--- src/sv/rbd_pkg.sv ---
// ----------------------------------------------------------------------------
// rbd_pkg: shared constants, types and tables
// Widths, CORDIC step count and the arctangent table in Q16 degrees.
// ----------------------------------------------------------------------------
`default_nettype none

package rbd_pkg;

  localparam int unsigned COORD_BITS_DEF = 12;
  localparam int unsigned CORDIC_STEPS   = 20;
  localparam int unsigned VEC_SHIFT      = 16;
  localparam int unsigned ANG_FRAC       = 16;
  localparam int unsigned ZW             = 25;  // signed Q16 degree accumulator
  localparam int unsigned TURN_W         = 10;
  localparam int unsigned DIST_W         = 13;
  localparam int unsigned MID_W          = 12;

  // classification of one atan2 argument pair
  typedef struct packed {
    logic zero;   // both components zero
    logic yz;     // |a| == 0
    logic xz;     // |b| == 0
    logic eq;     // |a| == |b|
    logic aneg;   // a < 0
    logic bneg;   // b < 0
  } ang_flag_t;

  function automatic logic signed [ZW-1:0] atan_q16(input int unsigned i);
    logic signed [ZW-1:0] r;
    case (i)
      0:  r = ZW'(2949120);
      1:  r = ZW'(1740967);
      2:  r = ZW'(919879);
      3:  r = ZW'(466945);
      4:  r = ZW'(234379);
      5:  r = ZW'(117304);
      6:  r = ZW'(58666);
      7:  r = ZW'(29335);
      8:  r = ZW'(14668);
      9:  r = ZW'(7334);
      10: r = ZW'(3667);
      11: r = ZW'(1833);
      12: r = ZW'(917);
      13: r = ZW'(458);
      14: r = ZW'(229);
      15: r = ZW'(115);
      16: r = ZW'(57);
      17: r = ZW'(29);
      18: r = ZW'(14);
      19: r = ZW'(7);
      default: r = '0;
    endcase
    return r;
  endfunction

endpackage

`default_nettype wire

--- src/sv/rbd_post.sv ---
// ----------------------------------------------------------------------------
// rbd_post: output register
// Clamps and unfolds both angles, takes the difference, holds the result.
// ----------------------------------------------------------------------------
`default_nettype none

module rbd_post import rbd_pkg::*; #(
  parameter int unsigned COORD_BITS = COORD_BITS_DEF,
  localparam int unsigned CW = COORD_BITS,
  localparam int unsigned RB = CW + 1
) (
  input  wire logic                   clk_i,
  input  wire logic                   rst_ni,
  input  wire logic                   en_i,
  input  wire logic                   vld_i,
  input  wire logic signed [ZW-1:0]   z1_i,
  input  wire logic signed [ZW-1:0]   z2_i,
  input  wire ang_flag_t              f1_i,
  input  wire ang_flag_t              f2_i,
  input  wire logic [RB-1:0]          root_i,
  input  wire logic [CW-1:0]          mx_i,
  input  wire logic [CW-1:0]          my_i,
  output logic                        vld_o,
  output logic signed [TURN_W-1:0]    turn_o,
  output logic [DIST_W-1:0]           dist_o,
  output logic [MID_W-1:0]            mx_o,
  output logic [MID_W-1:0]            my_o
);

  localparam int unsigned QW = ANG_FRAC + 8;
  localparam logic signed [ZW-1:0] Q90  = ZW'(90 << ANG_FRAC);
  localparam logic [QW-1:0]        Q45U = QW'(45 << ANG_FRAC);
  localparam logic [QW-1:0]        Q90U = QW'(90 << ANG_FRAC);
  localparam logic [QW-1:0]        Q180 = QW'(180 << ANG_FRAC);

  function automatic logic signed [TURN_W-1:0] to_deg(input logic signed [ZW-1:0] z,
                                                      input ang_flag_t f);
    logic [QW-1:0]              q;
    logic [QW-1:0]              r;
    logic signed [TURN_W-1:0]   d;
    if (z < 0) begin
      q = '0;
    end else if (z > Q90) begin
      q = Q90U;
    end else begin
      q = QW'($unsigned(z));
    end
    if (f.yz) begin
      q = '0;
    end else if (f.xz) begin
      q = Q90U;
    end else if (f.eq) begin
      q = Q45U;
    end
    r = f.bneg ? Q180 - q : q;
    d = $signed(TURN_W'(r[QW-1:ANG_FRAC]));
    if (f.zero) begin
      d = '0;
    end
    return f.aneg ? -d : d;
  endfunction

  always_ff @(posedge clk_i or negedge rst_ni) begin
    if (!rst_ni) begin
      vld_o <= 1'b0;
    end else if (en_i) begin
      vld_o <= vld_i;
    end
  end

  always_ff @(posedge clk_i) begin
    if (en_i) begin
      turn_o <= to_deg(z2_i, f2_i) - to_deg(z1_i, f1_i);
      dist_o <= DIST_W'(root_i);
      mx_o   <= MID_W'(mx_i);
      my_o   <= MID_W'(my_i);
    end
  end

endmodule

`default_nettype wire

--- config.mk ---
export PLATFORM = sky130hd
export DESIGN_NAME = rbd_post
export DESIGN_NICKNAME = d
export VERILOG_FILES = /design/src/sv/rbd_pkg.sv /design/src/sv/rbd_post.sv
export SDC_FILE = /design/constraint.sdc
export NUM_CORES = 1
export LEC_CHECK = 0
export BUFFER_PORTS_ARGS = -buffer_cell sky130_fd_sc_hd__buf_4
export CORE_MARGIN = 5
export CORE_UTILIZATION = 45
export DETAILED_ROUTE_END_ITERATION = 6
export GPL_ROUTABILITY_DRIVEN = 0
export PLACE_DENSITY_LB_ADDON = 0.12
export SYNTH_ARGS = -nofsm -noshare
export SYNTH_HDL_FRONTEND = slang
export SYNTH_SLANG_ARGS = --single-unit
--- constraint.sdc ---
create_clock -name clk_i -period 1 [get_ports clk_i]
set_input_delay 0.15 -clock clk_i [delete_from_list [all_inputs] [get_ports clk_i]]
set_output_delay 0.15 -clock clk_i [all_outputs]
set_load 0.03 [all_outputs]
==> reports/summary.txt <==
outcome: finished, violations left
failing checks: setup timing
Worst-Margin Slew: 473 ps
# port buffers: 150
row cnt: 30
Setup CP Type: in -> reg
Filler cells: 301
DR vias/cell: 5.75
f_max: 0.279 GHz
Post-synth ARST share: 0.0208
Synth area leaders: edfxtp_1 44%, xnor2_1 4.4%, ha_1 4.3%
Clock transition at path regs: 90 ps
Starting Density: 0.466
sequential share of the synthesized area: 0.448
synth cell count leaders: 47 x edfxtp_1, 31 x nor2_1, 16 x o21ai_0, 16 x xnor2_1, 15 x inv_1
final worst setup slack: -2590 ps
final hold violation count: 0
Routed WL: 14700 microns
top-count cell post-synth: edfxtp_1
max_cap viols: 0
crit-path max cell delay: 350 ps
DRC: 0
Clock Tree Buf Depth: 2
delay-heaviest family, CP: compound AO/OA/AOI/OAI gates
clk sink count: 48
Max-Slew Margin vs Limit: 0.677
area of the mapped netlist: 3200 sq um
DP Area: 5310 sq um
pwr/cell area: 1340 nW/um^2
Die Y: 94.4 microns
Setup TNS: -21260 ps
RSZ-0062 raised after global routing: true
Mapped Cells: 314
final count of pins violating max slew: 0
placed cells: 658
Synth warnings: 0
clk_skew: 0 ps
Final ANT Viol Nets: 0
sequential share of power: 0.331
IO Count: 151
Multi-input gate area: 2110 sq um
Final Instance Count excl. Fillers: 683
DIE WIDTH: 94.4 microns
ys flop type: edfxtp_1
Post-Layout Inst Area: 6130 sq um
initial antenna violation count: 0
Buf/Inv on CP: 1
ANT cells: 0
P_sw: 2.88 mW
grt total ovfl: 0
most used cell, CP: a21o_1
Critical-path top delay cell: and4_2
Req. time, crit path: 1060 ps
Cell variety after synth: 63
Leak: 2.67 nW
Sw Share: 0.351
vias in the first global route: 3894
Startpoint Class: input port
die area: 8900 sq um
Data arrival, critical path: 3640 ps
H-tree levels: 2
Synthesized Nets: 429
FF/Latch Area: 1440 sq um
Tmin final: 3590 ps
largest net degree at the start of global routing: 19
Int Pwr: 5.33 mW
CP Max Fanout: 4
Syn Area/Cell: 10.2 sq um
Routed WL per cell: 21.6 microns
Clk pwr share: 0.168
hpwl dp: 8410 microns
EDFF count, synth: 47
DR pass1 iterations: 5
Reg2Reg Depth: 1
Synth area leader: edfxtp_1
share of layout cells above drive strength 1: 0.595
Logic pwr share: 0.501
Synth top area share: 0.441
Worst setup EP type: flip-flop
area grow syn2layout: 91.4%
Worst Hold Depth: 1
CTS tree: yes
Vias: 3928
Hold Crit Class: in -> reg
nets: 701
Final Setup Violations: 43
maximum vdd drop: 0.812 mV
cts bufs inserted: 5
global-route wire length before repair: 19300 microns
insertion delay to the later sink of the worst-skew pair: 300 ps
core area: 6870 sq um
Final period util: 3.59
CTS Root Cell: clkbuf_8
drt initial violations: 208
Tot GR Track Use: 0.280
#FFs+latches synth: 48
CP Cell Sequence: buf_4 -> nor4_1 -> and4_2 -> o32a_1 -> o21ai_1 -> a21o_1 -> ha_4 -> nand2b_4 -> xnor2_4 -> ha_4 -> nor2b_1 -> o21ai_1 -> nand2b_1 -> a21o_1 -> a21o_1 -> a21o_1 -> a21oi_2 -> xnor2_1
stages on the worst setup path: 18
registers in the layout, indices dropped and copies added (netlist names):
| name | flops |
|---|---|
| dist_o | 13 |
| mx_o | 12 |
| my_o | 12 |
| turn_o | 10 |
| vld_o | 1 |
worst paths after layout:
path,start,to,slack [ps]
worst min-delay path,my_i[4],my_o[4],20
worst max-delay path,z1_i[0],turn_o[8],-2590
min in group asynchronous,rst_ni,vld_o,200
worst min register to register,vld_o,vld_o,560
max in group asynchronous,rst_ni,vld_o,720
worst max register to register,vld_o,vld_o,230
power groups by stage:
stage,registers (mW),clock network (mW),logic (mW)
3_5_place_dp,2.68,0,3.12
3_3_place_gp,2.66,0,3.04
4_1_cts,2.67,1.35,3.54
6_report,2.72,1.38,4.11
5_1_grt,2.73,1.48,4.27
2_1_floorplan,3.21,0,1.06
through the flow:
| stage | hold slack (ps) | total power, mW | setup slack (ps) | util |
|---|---|---|---|---|
| floorplan | -146 | 4.27 | -2430 | - |
| detailed placement | -69.6 | 5.79 | -2770 | 0.773 |
| global route | -1.52 | 8.49 | -2840 | 0.893 |
| CTS | 16.2 | 7.57 | -2240 | 0.858 |
| finish | 17.6 | 8.20 | -2590 | 0.893 |
| global placement | -74.5 | 5.70 | -2690 | 0.773 |
cell families (layout without fill, tap and decap cells):
family	count (synthesis)	in the layout	synth area share
compound gates	84	84	0.189
xor+xnor	29	29	0.0793
buf+inv	25	298	0.0320
mux	3	3	0.0113
fa+ha+maj	12	12	0.0492
flops	48	48	0.448
simple gates	113	113	0.191
cell type report:
class                      count  area share
clock buffer                   5      0.0112
clock inverter                 3     0.00612
inverter                      15     0.00959
timing repair buffer         275       0.375
sequential                    48       0.234
tap                           96      0.0196
multi-input combinational    241       0.344
cell usage in the layout (no fill, tap or decap), types with 3 or more instances in the layout:
cell type	count
a21o_1	6
a21oi_1	9
a21oi_2	4
a31oi_1	3
buf_4	213
buf_6	60
clkbuf_8	5
edfxtp_1	47
ha_1	6
ha_4	5
inv_1	13
nand2_1	11
nand2b_1	6
nand3_1	4
nand3b_1	3
nand4_1	5
nor2_1	25
nor2_2	4
nor2b_1	6
nor3_1	5
nor3_2	3
nor4_1	10
o211ai_1	3
o21a_1	5
o21ai_0	8
o21ai_1	7
o21ai_2	5
o31ai_1	3
or2_1	3
xnor2_1	12
xnor2_2	3
xor2_1	10
xor2_2	3
routing by layer:
| layer | GRT usage | part of all wire | vias up |
|---|---|---|---|
| met2 | 0.550 | 0.53 | 261 |
| li1 | - | - | 1742 |
| met3 | 0.0438 | 0.079 | 74 |
| met5 | 0 | 0 | - |
| met4 | 0.118 | 0.058 | 0 |
| met1 | 0.291 | 0.33 | 1851 |
repair_timing:
action,CTS,global route
setup endpoints to repair,44,58
gates cloned,0,0
hold buffers,1,0
hold endpoints to repair,1,0
pin swaps,24,29
gates resized for setup,86,40
buffers inserted,12,10
Note: power is estimated with default switching activity, not from simulation.
