File: src/sv/rbd_pkg.sv
// ----------------------------------------------------------------------------
// rbd_pkg: shared constants, types and tables
// Widths, CORDIC step count and the arctangent table in Q16 degrees.
// ----------------------------------------------------------------------------
`default_nettype none

package rbd_pkg;

  localparam int unsigned COORD_BITS_DEF = 12;
  localparam int unsigned CORDIC_STEPS   = 20;
  localparam int unsigned VEC_SHIFT      = 16;
  localparam int unsigned ANG_FRAC       = 16;
  localparam int unsigned ZW             = 25;  // signed Q16 degree accumulator
  localparam int unsigned TURN_W         = 10;
  localparam int unsigned DIST_W         = 13;
  localparam int unsigned MID_W          = 12;

  // classification of one atan2 argument pair
  typedef struct packed {
    logic zero;   // both components zero
    logic yz;     // |a| == 0
    logic xz;     // |b| == 0
    logic eq;     // |a| == |b|
    logic aneg;   // a < 0
    logic bneg;   // b < 0
  } ang_flag_t;

  function automatic logic signed [ZW-1:0] atan_q16(input int unsigned i);
    logic signed [ZW-1:0] r;
    case (i)
      0:  r = ZW'(2949120);
      1:  r = ZW'(1740967);
      2:  r = ZW'(919879);
      3:  r = ZW'(466945);
      4:  r = ZW'(234379);
      5:  r = ZW'(117304);
      6:  r = ZW'(58666);
      7:  r = ZW'(29335);
      8:  r = ZW'(14668);
      9:  r = ZW'(7334);
      10: r = ZW'(3667);
      11: r = ZW'(1833);
      12: r = ZW'(917);
      13: r = ZW'(458);
      14: r = ZW'(229);
      15: r = ZW'(115);
      16: r = ZW'(57);
      17: r = ZW'(29);
      18: r = ZW'(14);
      19: r = ZW'(7);
      default: r = '0;
    endcase
    return r;
  endfunction

endpackage

`default_nettype wire

File: src/sv/rbd_prep.sv
// ----------------------------------------------------------------------------
// rbd_prep: front stages
// Stage A: middle point and differences. Stage B: folding, flags, squares.
// ----------------------------------------------------------------------------
`default_nettype none

module rbd_prep import rbd_pkg::*; #(
  parameter int unsigned COORD_BITS = COORD_BITS_DEF,
  localparam int unsigned CW  = COORD_BITS,
  localparam int unsigned DW  = CW + 1,
  localparam int unsigned XW  = CW + VEC_SHIFT + 3,
  localparam int unsigned SQW = 2 * CW + 2
) (
  input  wire logic                  clk_i,
  input  wire logic                  rst_ni,
  input  wire logic                  en_i,
  input  wire logic                  vld_i,
  input  wire logic [CW-1:0]         fx_i,
  input  wire logic [CW-1:0]         fy_i,
  input  wire logic [CW-1:0]         bx_i,
  input  wire logic [CW-1:0]         by_i,
  input  wire logic [CW-1:0]         tx_i,
  input  wire logic [CW-1:0]         ty_i,
  output logic                       vld_o,
  output logic signed [XW-1:0]       x1_o,
  output logic signed [XW-1:0]       y1_o,
  output logic signed [XW-1:0]       x2_o,
  output logic signed [XW-1:0]       y2_o,
  output ang_flag_t                  f1_o,
  output ang_flag_t                  f2_o,
  output logic [SQW-1:0]             sq_o,
  output logic [CW-1:0]              mx_o,
  output logic [CW-1:0]              my_o
);

  logic                 vld_a_q;
  logic signed [DW-1:0] a1_q, b1_q, a2_q, b2_q;
  logic [CW-1:0]        mxa_q, mya_q;
  logic [CW-1:0]        mx_d, my_d;
  logic signed [DW-1:0] a2_d, b2_d;

  always_comb begin
    mx_d = CW'(({1'b0, fx_i} + {1'b0, bx_i}) >> 1);
    my_d = CW'(({1'b0, fy_i} + {1'b0, by_i}) >> 1);
    a2_d = $signed({1'b0, mx_d}) - $signed({1'b0, tx_i});
    b2_d = $signed({1'b0, my_d}) - $signed({1'b0, ty_i});
  end

  always_ff @(posedge clk_i or negedge rst_ni) begin
    if (!rst_ni) begin
      vld_a_q <= 1'b0;
    end else if (en_i) begin
      vld_a_q <= vld_i;
    end
  end

  always_ff @(posedge clk_i) begin
    if (en_i) begin
      a1_q  <= $signed({1'b0, fx_i}) - $signed({1'b0, bx_i});
      b1_q  <= $signed({1'b0, fy_i}) - $signed({1'b0, by_i});
      a2_q  <= a2_d;
      b2_q  <= b2_d;
      mxa_q <= mx_d;
      mya_q <= my_d;
    end
  end

  // stage B
  logic [CW-1:0]         aa1, bb1, aa2, bb2;
  logic signed [SQW-1:0] a2e, b2e;
  ang_flag_t             f1_d, f2_d;

  always_comb begin
    aa1 = CW'(a1_q < 0 ? -a1_q : a1_q);
    bb1 = CW'(b1_q < 0 ? -b1_q : b1_q);
    aa2 = CW'(a2_q < 0 ? -a2_q : a2_q);
    bb2 = CW'(b2_q < 0 ? -b2_q : b2_q);
    a2e = SQW'(a2_q);
    b2e = SQW'(b2_q);
    f1_d.zero = (aa1 == '0) && (bb1 == '0);
    f1_d.yz   = (aa1 == '0);
    f1_d.xz   = (bb1 == '0);
    f1_d.eq   = (aa1 == bb1);
    f1_d.aneg = a1_q[DW-1];
    f1_d.bneg = b1_q[DW-1];
    f2_d.zero = (aa2 == '0) && (bb2 == '0);
    f2_d.yz   = (aa2 == '0);
    f2_d.xz   = (bb2 == '0);
    f2_d.eq   = (aa2 == bb2);
    f2_d.aneg = a2_q[DW-1];
    f2_d.bneg = b2_q[DW-1];
  end

  always_ff @(posedge clk_i or negedge rst_ni) begin
    if (!rst_ni) begin
      vld_o <= 1'b0;
    end else if (en_i) begin
      vld_o <= vld_a_q;
    end
  end

  always_ff @(posedge clk_i) begin
    if (en_i) begin
      x1_o <= $signed(XW'({bb1, {VEC_SHIFT{1'b0}}}));
      y1_o <= $signed(XW'({aa1, {VEC_SHIFT{1'b0}}}));
      x2_o <= $signed(XW'({bb2, {VEC_SHIFT{1'b0}}}));
      y2_o <= $signed(XW'({aa2, {VEC_SHIFT{1'b0}}}));
      f1_o <= f1_d;
      f2_o <= f2_d;
      sq_o <= SQW'($unsigned(a2e * a2e)) + SQW'($unsigned(b2e * b2e));
      mx_o <= mxa_q;
      my_o <= mya_q;
    end
  end

endmodule

`default_nettype wire

File: config.mk
export PLATFORM = sky130hd
export DESIGN_NAME = rbd_prep
export DESIGN_NICKNAME = d
export VERILOG_FILES = /design/src/sv/rbd_pkg.sv /design/src/sv/rbd_prep.sv
export SDC_FILE = /design/constraint.sdc
export NUM_CORES = 1
export LEC_CHECK = 0
export BUFFER_PORTS_ARGS = -buffer_cell sky130_fd_sc_hd__buf_2
export CORE_ASPECT_RATIO = 1.1
export CORE_MARGIN = 5
export CORE_UTILIZATION = 43
export DETAILED_ROUTE_END_ITERATION = 7
export PLACE_DENSITY = 0.62
export REMOVE_ABC_BUFFERS = 1
export SETUP_SLACK_MARGIN = 0.02
export SLEW_MARGIN = 10
export SYNTH_ARGS = -nofsm -noshare
export SYNTH_HDL_FRONTEND = slang
export SYNTH_SLANG_ARGS = --single-unit
File: constraint.sdc
create_clock -name clk_i -period 15.8 [get_ports clk_i]
set_clock_uncertainty 0.2 [all_clocks]
set_input_delay 0.79 -clock clk_i [delete_from_list [all_inputs] [get_ports clk_i]]
set_output_delay 0.79 -clock clk_i [all_outputs]
set_load 0.02 [all_outputs]
==> flow_summary.toml <==
[run_status]
outcome = "complete, no violations"

[global_routing]
antenna_found_initial = 1
grt_max_degree = 120
grt_pass1_wl_um = 84200
grt_pass1_vias = 15900
grt-ovfl-total = 0
track_usage_pct = 18.8

[sta]
finalHoldViolations = 0
post-route-min-period_ns = 7.98
tightest_slew_ns = 1.02
fin_crit_sh_pct = 50.5
drv_slew = 0
fmax_mhz = 125
rsz0062_at_grt = "no"
tns_ns = 0
finalSetupViolations = 0
slew_headroom_pct = 32.3

[detailed_routing]
route.vias.total = 14700
initialDrtViolationCount = 927
postRouteWirelength_um = 52800
dr.pass1.iters = 7
wire_per_inst_um = 17.5
ant_nets = 0
route.detailed.vias_per_inst = 4.86
drc_errors = 0

[place]
dpl.hpwl_um = 44500
gp_routability_congestion = 0.925
numPortBuffers = 186

[layout]
layout_common_cells = "569 x inv_1, 342 x fa_1, 194 x ha_1, 186 x edfxtp_1, 185 x buf_2"
antenna_cells = 0
final_common_cell = "inv_1"
fill_cells = 5012
seqCellArea_um2 = 5640
multi_input_area_um2 = 14300
nets = 2951
drive_gt1_share_pct = 10.3
syn_to_final_growth_pct = 8.48

[yosys]
ys_warn_count = 0
avgSynthCellArea_um2 = 10.3
synth_area_um2 = 22500
synthDistinctLibCells = 59
ys_seq_area_share_pct = 25.0
synthArstFlopShare_pct = 1.06
synth_flop_cell = "edfxtp_1"
synth-edff-count = 186
synthCells = 2179
synth-seq-cells = 188

[run]
max_cap_violations = 0

[hold_path]
hold_path_startpoint = "mxa_q[8]"
worstHoldPathType = "register to register"

[worst_setup_path]
crit_start = "b2_q[0]"
critical_path_class = "register to register"
timing.rr.start = "b2_q[0]"
crit_fanout = 14
end_kind = "register"
worstPathRequired_ns = 15.82
critPathArrivalTime_ns = 8.00
start_kind = "register"

[clock_tree]
cts_resized = 0
clock_path_buffers = 2
htreeDepth = 4
clock-root-buffer = "clkbuf_16"
worstSkewPairLatency_ns = 0.50
cts_sinks = 188
clk_pin_slew_ns = 0.07
cts_buffers = 17
cts_tree = "built"

[die]
core_area_um2 = 52200
die_area_um2 = 57100
start_util_pct = 43.2
rows = 88
pin_count = 263
fp.dieH_um = 250
die_width_um = 228
## flip-flops by register name, indices dropped and copies added (netlist names), 6 cells and up
name   cells
y1_o      12
mx_o      12
my_o      12
b2_q      13
a1_q      13
b1_q      13
f1_o       6
mxa_q     12
y2_o      12
sq_o      26
f2_o       6
a2_q      13
x2_o      12
mya_q     12
x1_o      12
## final cells by class
type / count / share of cell area, %
inverters: 570 / 8.75
multi-input cells: 1370 / 58.4
flip-flops and latches: 188 / 23.0
clock inverters: 13 / 0.558
well taps: 675 / 3.45
repair buffers: 192 / 4.04
clock buffers: 18 / 1.76
## worst max-delay path, stage by stage, from the launching register on
cell and delay (ns):
edfxtp_1 0.68, nand2_1 0.34, inv_1 0.42, fa_1 0.48
inv_1 0.09, fa_1 0.38, inv_1 0.08, fa_1 0.45
fa_1 0.65, fa_1 0.47, fa_1 0.50, inv_1 0.05
fa_1 0.47, inv_1 0.04, ha_1 0.37, nand4_1 0.21
o311ai_0 0.77, a211oi_1 0.26, o31ai_1 0.47, a31oi_1 0.16
xnor2_1 0.15
## cells in the mapped netlist (all sizes together) (2+ instances only)
library cell  count  area, µm²
xnor2           117       1020
clkbuf           44        165
or4               8       63.8
or3               8       60.1
nor2             85        319
dfrtp             2       50.1
or2               4       25.0
a21oi            67        335
a221oi            2       17.5
o21ai            40        200
nand4             8       50.1
nand2b           19        119
ha              194       2430
and3              6       37.5
o31ai            19        166
o21a             10       75.1
mux2              2       22.5
nand3            12       60.1
a31oi             7       43.8
o41ai             3       41.3
nor4              9       68.8
o211ai            5       37.5
a211oi            8       60.1
o21bai           15        113
buf              82        602
o2111ai           2       17.5
nor2b            10       62.6
inv             569       2140
a21o             19        143
and2             54        338
nand2           131        492
nor3             16       80.1
fa              342       6850
edfxtp          186       5590
a31o              5       43.8
xor2             55        489
mux2i             2       20.0
## path summary, 6_finish.rpt
check | cells after the start | slack (ns) | to
worst max-delay path | 20 | 7.82 | sq_o[25]
worst min-delay path | 0 | 0.21 | mx_o[8]
worst max register to register | 20 | 7.82 | sq_o[25]
worst min register to register | 0 | 0.21 | mx_o[8]
max in group asynchronous | 2 | 14.88 | vld_a_q
min in group asynchronous | 2 | 0.42 | vld_o
## layer usage
layer / vias to the layer above / part of all wire (%) / track usage [%] / wire, µm
li1: 6862 / - / - / -
met1: 7377 / 39 / 23.0 / 20800
met2: 386 / 52 / 33.3 / 27700
met3: 84 / 4.4 / 3.14 / 2320
met4: 0 / 3.8 / 7.66 / 2010
met5: - / 0 / 0 / 0
## kinds of logic after synthesis
logic type	share of synthesized area [%]
AO/OA/AOI/OAI	6.10
multiplexers	0.189
other	0.0166
flip-flops	25.0
buffers and inverters	12.9
adder cells (fa/ha/maj)	41.1
XOR/XNOR	6.72
AND/OR/NAND/NOR	7.94
## metrics by stage
stage | hold WS [ns] | util, % | instances | setup WS [ns] | instance area, µm²
floorplan | 0.200 | - | 2128 | 8.89 | 22100
global placement | 0.201 | 45.8 | 2994 | 8.10 | 23900
detailed placement | 0.206 | 45.8 | 2994 | 7.88 | 23900
CTS | 0.214 | 46.9 | 3026 | 7.81 | 24500
global route | 0.220 | 46.9 | 3026 | 7.50 | 24500
finish | 0.213 | 46.9 | 3026 | 7.82 | 24500
## repair_timing
action                    in CTS  in global routing
hold endpoints to repair       2                  0
hold buffers                   1                  0
setup buffers                  0                  0
Power is left out: the tool's default activity adds up to more than one toggle a clock period on the data nets, which glitch-free logic cannot reach.
