[config.mk]
export PLATFORM = sky130hd
export DESIGN_NAME = rbd_cell
export DESIGN_NICKNAME = d
export VERILOG_FILES = /design/src/sv/rbd_pkg.sv /design/src/sv/rbd_cell.sv
export SDC_FILE = /design/constraint.sdc
export NUM_CORES = 1
export LEC_CHECK = 0
export ABC_CLOCK_PERIOD_IN_PS = 810
export BUFFER_PORTS_ARGS = -buffer_cell sky130_fd_sc_hd__buf_2
export CAP_MARGIN = 40
export CELL_PAD_IN_SITES_DETAIL_PLACEMENT = 1
export CELL_PAD_IN_SITES_GLOBAL_PLACEMENT = 2
export CORE_MARGIN = 1
export CORE_UTILIZATION = 33
export CTS_CLUSTER_SIZE = 25
export DETAILED_ROUTE_END_ITERATION = 10
export GPL_ROUTABILITY_DRIVEN = 1
export PLACE_DENSITY = 0.8
export SYNTH_ARGS = -nofsm -noshare
export SYNTH_HDL_FRONTEND = slang
export SYNTH_SLANG_ARGS = --single-unit
[constraint.sdc]
create_clock -name clk_i -period 0.81 [get_ports clk_i]
set_input_delay 0.1215 -clock clk_i [delete_from_list [all_inputs] [get_ports clk_i]]
set_output_delay 0.1215 -clock clk_i [all_outputs]
set_load 0.02 [all_outputs]
[src/sv/rbd_pkg.sv]
// ----------------------------------------------------------------------------
// rbd_pkg: shared constants, types and tables
// Widths, CORDIC step count and the arctangent table in Q16 degrees.
// ----------------------------------------------------------------------------
`default_nettype none

package rbd_pkg;

  localparam int unsigned COORD_BITS_DEF = 12;
  localparam int unsigned CORDIC_STEPS   = 20;
  localparam int unsigned VEC_SHIFT      = 16;
  localparam int unsigned ANG_FRAC       = 16;
  localparam int unsigned ZW             = 25;  // signed Q16 degree accumulator
  localparam int unsigned TURN_W         = 10;
  localparam int unsigned DIST_W         = 13;
  localparam int unsigned MID_W          = 12;

  // classification of one atan2 argument pair
  typedef struct packed {
    logic zero;   // both components zero
    logic yz;     // |a| == 0
    logic xz;     // |b| == 0
    logic eq;     // |a| == |b|
    logic aneg;   // a < 0
    logic bneg;   // b < 0
  } ang_flag_t;

  function automatic logic signed [ZW-1:0] atan_q16(input int unsigned i);
    logic signed [ZW-1:0] r;
    case (i)
      0:  r = ZW'(2949120);
      1:  r = ZW'(1740967);
      2:  r = ZW'(919879);
      3:  r = ZW'(466945);
      4:  r = ZW'(234379);
      5:  r = ZW'(117304);
      6:  r = ZW'(58666);
      7:  r = ZW'(29335);
      8:  r = ZW'(14668);
      9:  r = ZW'(7334);
      10: r = ZW'(3667);
      11: r = ZW'(1833);
      12: r = ZW'(917);
      13: r = ZW'(458);
      14: r = ZW'(229);
      15: r = ZW'(115);
      16: r = ZW'(57);
      17: r = ZW'(29);
      18: r = ZW'(14);
      19: r = ZW'(7);
      default: r = '0;
    endcase
    return r;
  endfunction

endpackage

`default_nettype wire

[src/sv/rbd_cell.sv]
// ----------------------------------------------------------------------------
// rbd_cell: one link of the chain
// One CORDIC vectoring step for both angles and, while STEP < RB, one square root digit.
// ----------------------------------------------------------------------------
`default_nettype none

module rbd_cell import rbd_pkg::*; #(
  parameter int unsigned COORD_BITS = COORD_BITS_DEF,
  parameter int unsigned STEP       = 0,
  localparam int unsigned CW   = COORD_BITS,
  localparam int unsigned XW   = CW + VEC_SHIFT + 3,
  localparam int unsigned SQW  = 2 * CW + 2,
  localparam int unsigned RB   = CW + 1,
  localparam int unsigned REMW = RB + 3
) (
  input  wire logic                  clk_i,
  input  wire logic                  rst_ni,
  input  wire logic                  en_i,
  input  wire logic                  vld_i,
  input  wire logic signed [XW-1:0]  x1_i,
  input  wire logic signed [XW-1:0]  y1_i,
  input  wire logic signed [ZW-1:0]  z1_i,
  input  wire logic signed [XW-1:0]  x2_i,
  input  wire logic signed [XW-1:0]  y2_i,
  input  wire logic signed [ZW-1:0]  z2_i,
  input  wire ang_flag_t             f1_i,
  input  wire ang_flag_t             f2_i,
  input  wire logic [SQW-1:0]        v_i,
  input  wire logic [REMW-1:0]       rem_i,
  input  wire logic [RB-1:0]         root_i,
  input  wire logic [CW-1:0]         mx_i,
  input  wire logic [CW-1:0]         my_i,
  output logic                       vld_o,
  output logic signed [XW-1:0]       x1_o,
  output logic signed [XW-1:0]       y1_o,
  output logic signed [ZW-1:0]       z1_o,
  output logic signed [XW-1:0]       x2_o,
  output logic signed [XW-1:0]       y2_o,
  output logic signed [ZW-1:0]       z2_o,
  output ang_flag_t                  f1_o,
  output ang_flag_t                  f2_o,
  output logic [SQW-1:0]             v_o,
  output logic [REMW-1:0]            rem_o,
  output logic [RB-1:0]              root_o,
  output logic [CW-1:0]              mx_o,
  output logic [CW-1:0]              my_o
);

  localparam logic signed [ZW-1:0] ATAN = atan_q16(STEP);

  logic signed [XW-1:0] x1_d, y1_d, x2_d, y2_d;
  logic signed [ZW-1:0] z1_d, z2_d;
  logic [SQW-1:0]       v_d;
  logic [REMW-1:0]      rem_d, rem_sh, trial;
  logic [RB-1:0]        root_d;

  always_comb begin
    if (y1_i > 0) begin
      x1_d = x1_i + (y1_i >>> STEP);
      y1_d = y1_i - (x1_i >>> STEP);
      z1_d = z1_i + ATAN;
    end else begin
      x1_d = x1_i - (y1_i >>> STEP);
      y1_d = y1_i + (x1_i >>> STEP);
      z1_d = z1_i - ATAN;
    end
    if (y2_i > 0) begin
      x2_d = x2_i + (y2_i >>> STEP);
      y2_d = y2_i - (x2_i >>> STEP);
      z2_d = z2_i + ATAN;
    end else begin
      x2_d = x2_i - (y2_i >>> STEP);
      y2_d = y2_i + (x2_i >>> STEP);
      z2_d = z2_i - ATAN;
    end
  end

  // restoring square root, two radicand bits per cell
  generate
    if (STEP < RB) begin : g_sqrt
      always_comb begin
        rem_sh = {rem_i[REMW-3:0], v_i[SQW-1 -: 2]};
        trial  = REMW'({root_i, 2'b01});
        v_d    = {v_i[SQW-3:0], 2'b00};
        if (rem_sh >= trial) begin
          rem_d  = rem_sh - trial;
          root_d = {root_i[RB-2:0], 1'b1};
        end else begin
          rem_d  = rem_sh;
          root_d = {root_i[RB-2:0], 1'b0};
        end
      end
    end else begin : g_pass
      always_comb begin
        rem_sh = rem_i;
        trial  = '0;
        v_d    = v_i;
        rem_d  = rem_sh | trial;
        root_d = root_i;
      end
    end
  endgenerate

  always_ff @(posedge clk_i or negedge rst_ni) begin
    if (!rst_ni) begin
      vld_o <= 1'b0;
    end else if (en_i) begin
      vld_o <= vld_i;
    end
  end

  always_ff @(posedge clk_i) begin
    if (en_i) begin
      x1_o   <= x1_d;
      y1_o   <= y1_d;
      z1_o   <= z1_d;
      x2_o   <= x2_d;
      y2_o   <= y2_d;
      z2_o   <= z2_d;
      f1_o   <= f1_i;
      f2_o   <= f2_i;
      v_o    <= v_d;
      rem_o  <= rem_d;
      root_o <= root_d;
      mx_o   <= mx_i;
      my_o   <= my_i;
    end
  end

endmodule

`default_nettype wire

==> metrics.txt <==
Slew HR 23.9%; clk root buf clkbuf_16; worst vdd ir 1.97 mV; die area 0.0604 mm^2; Die Ht 246 um; setup ws final -1.92 ns; TritonRoute pass-1 iters 8; final hold slack -0.0389 ns; cell count after placement 3,972; Non-Filler Instances 4,316; Avg WL per Cell 31.6 um; fraction of layout instances using a drive strength above 1 56.6%; drt drc 0; Sequential Power Share 28.9%; failing checks hold timing, setup timing; Crit Path Category primary input to register; Final Max Tran Viols 0; Rows 88; Final Critical Period 2.73 ns; clk_lat worst skew 0.64 ns; CTS tree done; skew final 0 ns; GRT Overall Usage 35.5%; Crit path required time 1.15 ns; nets 3,991; Power Internal 38.2 mW; largest net degree at the start of global routing 44; NetSw 24.6 mW; antenna viol nets, final 0; Post-synth ARST share 0.382%; # fillers 6,213; CP max stage delay 0.68 ns; die width 246 um; synthesized area 0.0196 mm^2; CORE AREA 0.0582 mm^2; Largest delay share family, worst path compound AO/OA/AOI/OAI gates; Power Total 62.8 mW; Setup WS pre-CTS -2.27 ns; placed wire-length estimate 74.1 mm; Pwr Density 1710 mW/mm^2; GRT overflow 0; Max clock buf depth 3; Sw Ratio 39.2%; Max-Cap Viols 0; routed wire length 136 mm; crit path buf inv count 2; Final Util 63.0%; Syn Area/Cell 9.63 um^2; Most used DFF post-synth edfxtp_1; worst-margin pin slew 1.13 ns; I/O Pins 535; Yosys Warn Count 0; post-route clock period utilization 336%; PortBufs 530; final hold viol count 8; Final setup violation count 421; clock share of power 25.0%; Slowest-stage cell, CP o31ai_4; depth of the CTS H-tree 1; worst-path fanout max 8; Yosys reg bits 262; antenna violations before repair 18; vias in the first global route 25,500; register area share after synthesis 40.1%; Syn Inst Count 2,037; crit path launch type primary input; drt initial violations 2,506; Arrival @ worst endpoint 3.07 ns; RSZ-0062 raised after global routing yes; first-pass GRT wire length 163 mm; RePlAce Congestion 0.918; Worst setup EP type register; Num CTS Buffers 31; Post-synth EDFFs 261; clk sink count 262; Layout area overhead 87.1%; critical-path cell list buf_2, ha_1, and3_1, nand3_1, o21a_4, buf_12, o31ai_4; Hold Buf Count CTS 130; FMAX 367 MHz; total number of vias 25,500; detail-routed via count per cell 5.91; commonest non-fill, non-tap cell in the layout buf_4; outcome finished with violations; combinational power share 46.1%; Worst-path clk slew 0.08 ns; Lkg Pwr 16.5 nW; Initial Util 33.7%; most frequent cells in the layout 732 x buf_4, 489 x buf_2, 261 x edfxtp_1; Hold WC Path Type primary input to register; post-synthesis cell type count 79
[per-layer routing]
layer / global-route usage [%] / share of wire, % / up-vias
met5: 0 / 0.020 / -
met4: 16.8 / 8.5 / 4
met3: 7.19 / 9.2 / 767
met2: 63.0 / 48 / 1835
met1: 40.6 / 35 / 12600
li1: - / - / 10300
[cell usage after synthesis, types with 16 or more instances]
library cell,number,area [um^2]
or3_1,20,125
nand2_1,90,338
o31ai_1,24,180
nor4_1,24,150
o21a_1,21,158
nand2b_1,17,106
o211ai_1,20,150
inv_1,215,807
o21bai_1,27,203
nor2_1,138,518
nor3_1,35,175
xor2_1,21,184
edfxtp_1,261,7840
nand3_1,27,135
a21oi_1,200,1000
ha_1,209,2620
o21ai_0,134,671
a21o_1,55,413
nor2b_1,27,169
and3_1,16,100
xnor2_1,121,1060
mux2i_1,33,330
clkbuf_1,55,206
a31oi_1,20,125
nand4_1,22,138
[cell type report]
class / count / area [um^2] / share of cell area [%]
Antenna cell: 22 / 55.1 / 0.150
Timing Repair Buffer: 1525 / 11700 / 31.8
Tap cell: 765 / 957 / 2.61
Clock buffer: 38 / 822 / 2.24
Sequential cell: 262 / 7860 / 21.4
Inverter: 221 / 945 / 2.57
Multi-Input combinational cell: 1464 / 14200 / 38.6
Clock inverter: 19 / 221 / 0.603
[final timing paths]
check                                endpoint  slack [ns]  depth (start not counted)               from
min reg2reg                 vld_o$_DFFE_PN0P_        0.54                          1  vld_o$_DFFE_PN0P_
max reg2reg                 vld_o$_DFFE_PN0P_        0.03                          1  vld_o$_DFFE_PN0P_
min in group asynchronous   vld_o$_DFFE_PN0P_        0.45                          3             rst_ni
max in group asynchronous   vld_o$_DFFE_PN0P_        0.24                          3             rst_ni
min                         y1_o[3]$_DFFE_PP_       -0.04                          2               en_i
max                        rem_o[8]$_DFFE_PP_       -1.92                          7           rem_i[8]
[state kept, by name, summed over array words and instances (netlist names)]
name and flops:
y2_o 30, rem_o 16, my_o 12, x2_o 31
root_o 13, f2_o 6, mx_o 12, f1_o 6
y1_o 30, x1_o 31, z2_o 25, z1_o 25
v_o 24, vld_o 1
[repair_timing]
action / 4_1_cts / 5_1_grt
setup buffers: 86 / 84
endpoints found under the setup margin: 417 / 421
cloned: 10 / 0
pin swaps: 238 / 213
endpoints found under the hold margin: 156 / 21
gates resized for setup: 494 / 296
[cells by family after synthesis]
logic type | synth area share (%)
compound gates | 19.5
xor+xnor | 6.34
fa+ha+maj | 14.1
buf+inv | 6.45
flops | 40.1
mux | 1.74
other cells | 0.0191
simple gates | 11.8
[per-stage QoR]
| step | instance area [um^2] | setup TNS, ns | hold slack, ns |
|---|---|---|---|
| floorplan | 21000 | -191.42 | -0.174 |
| global placement | 29500 | -297.10 | -0.104 |
| detailed placement | 29500 | -311.34 | -0.100 |
| CTS | 34900 | -294.57 | -0.0603 |
| global route | 36700 | -344.09 | -0.0456 |
| finish | 36700 | -337.10 | -0.0389 |
[power groups by stage]
stage | clock network (mW) | registers (mW) | logic (mW)
floorplan | 0 | 20.3 | 8.25
global placement | 0 | 18.1 | 20.2
detailed placement | 0 | 18.1 | 20.8
CTS | 15.1 | 17.9 | 24.2
global route | 16.0 | 18.2 | 29.6
finish | 15.7 | 18.1 | 29.0
(Power assumes the default switching activity.)
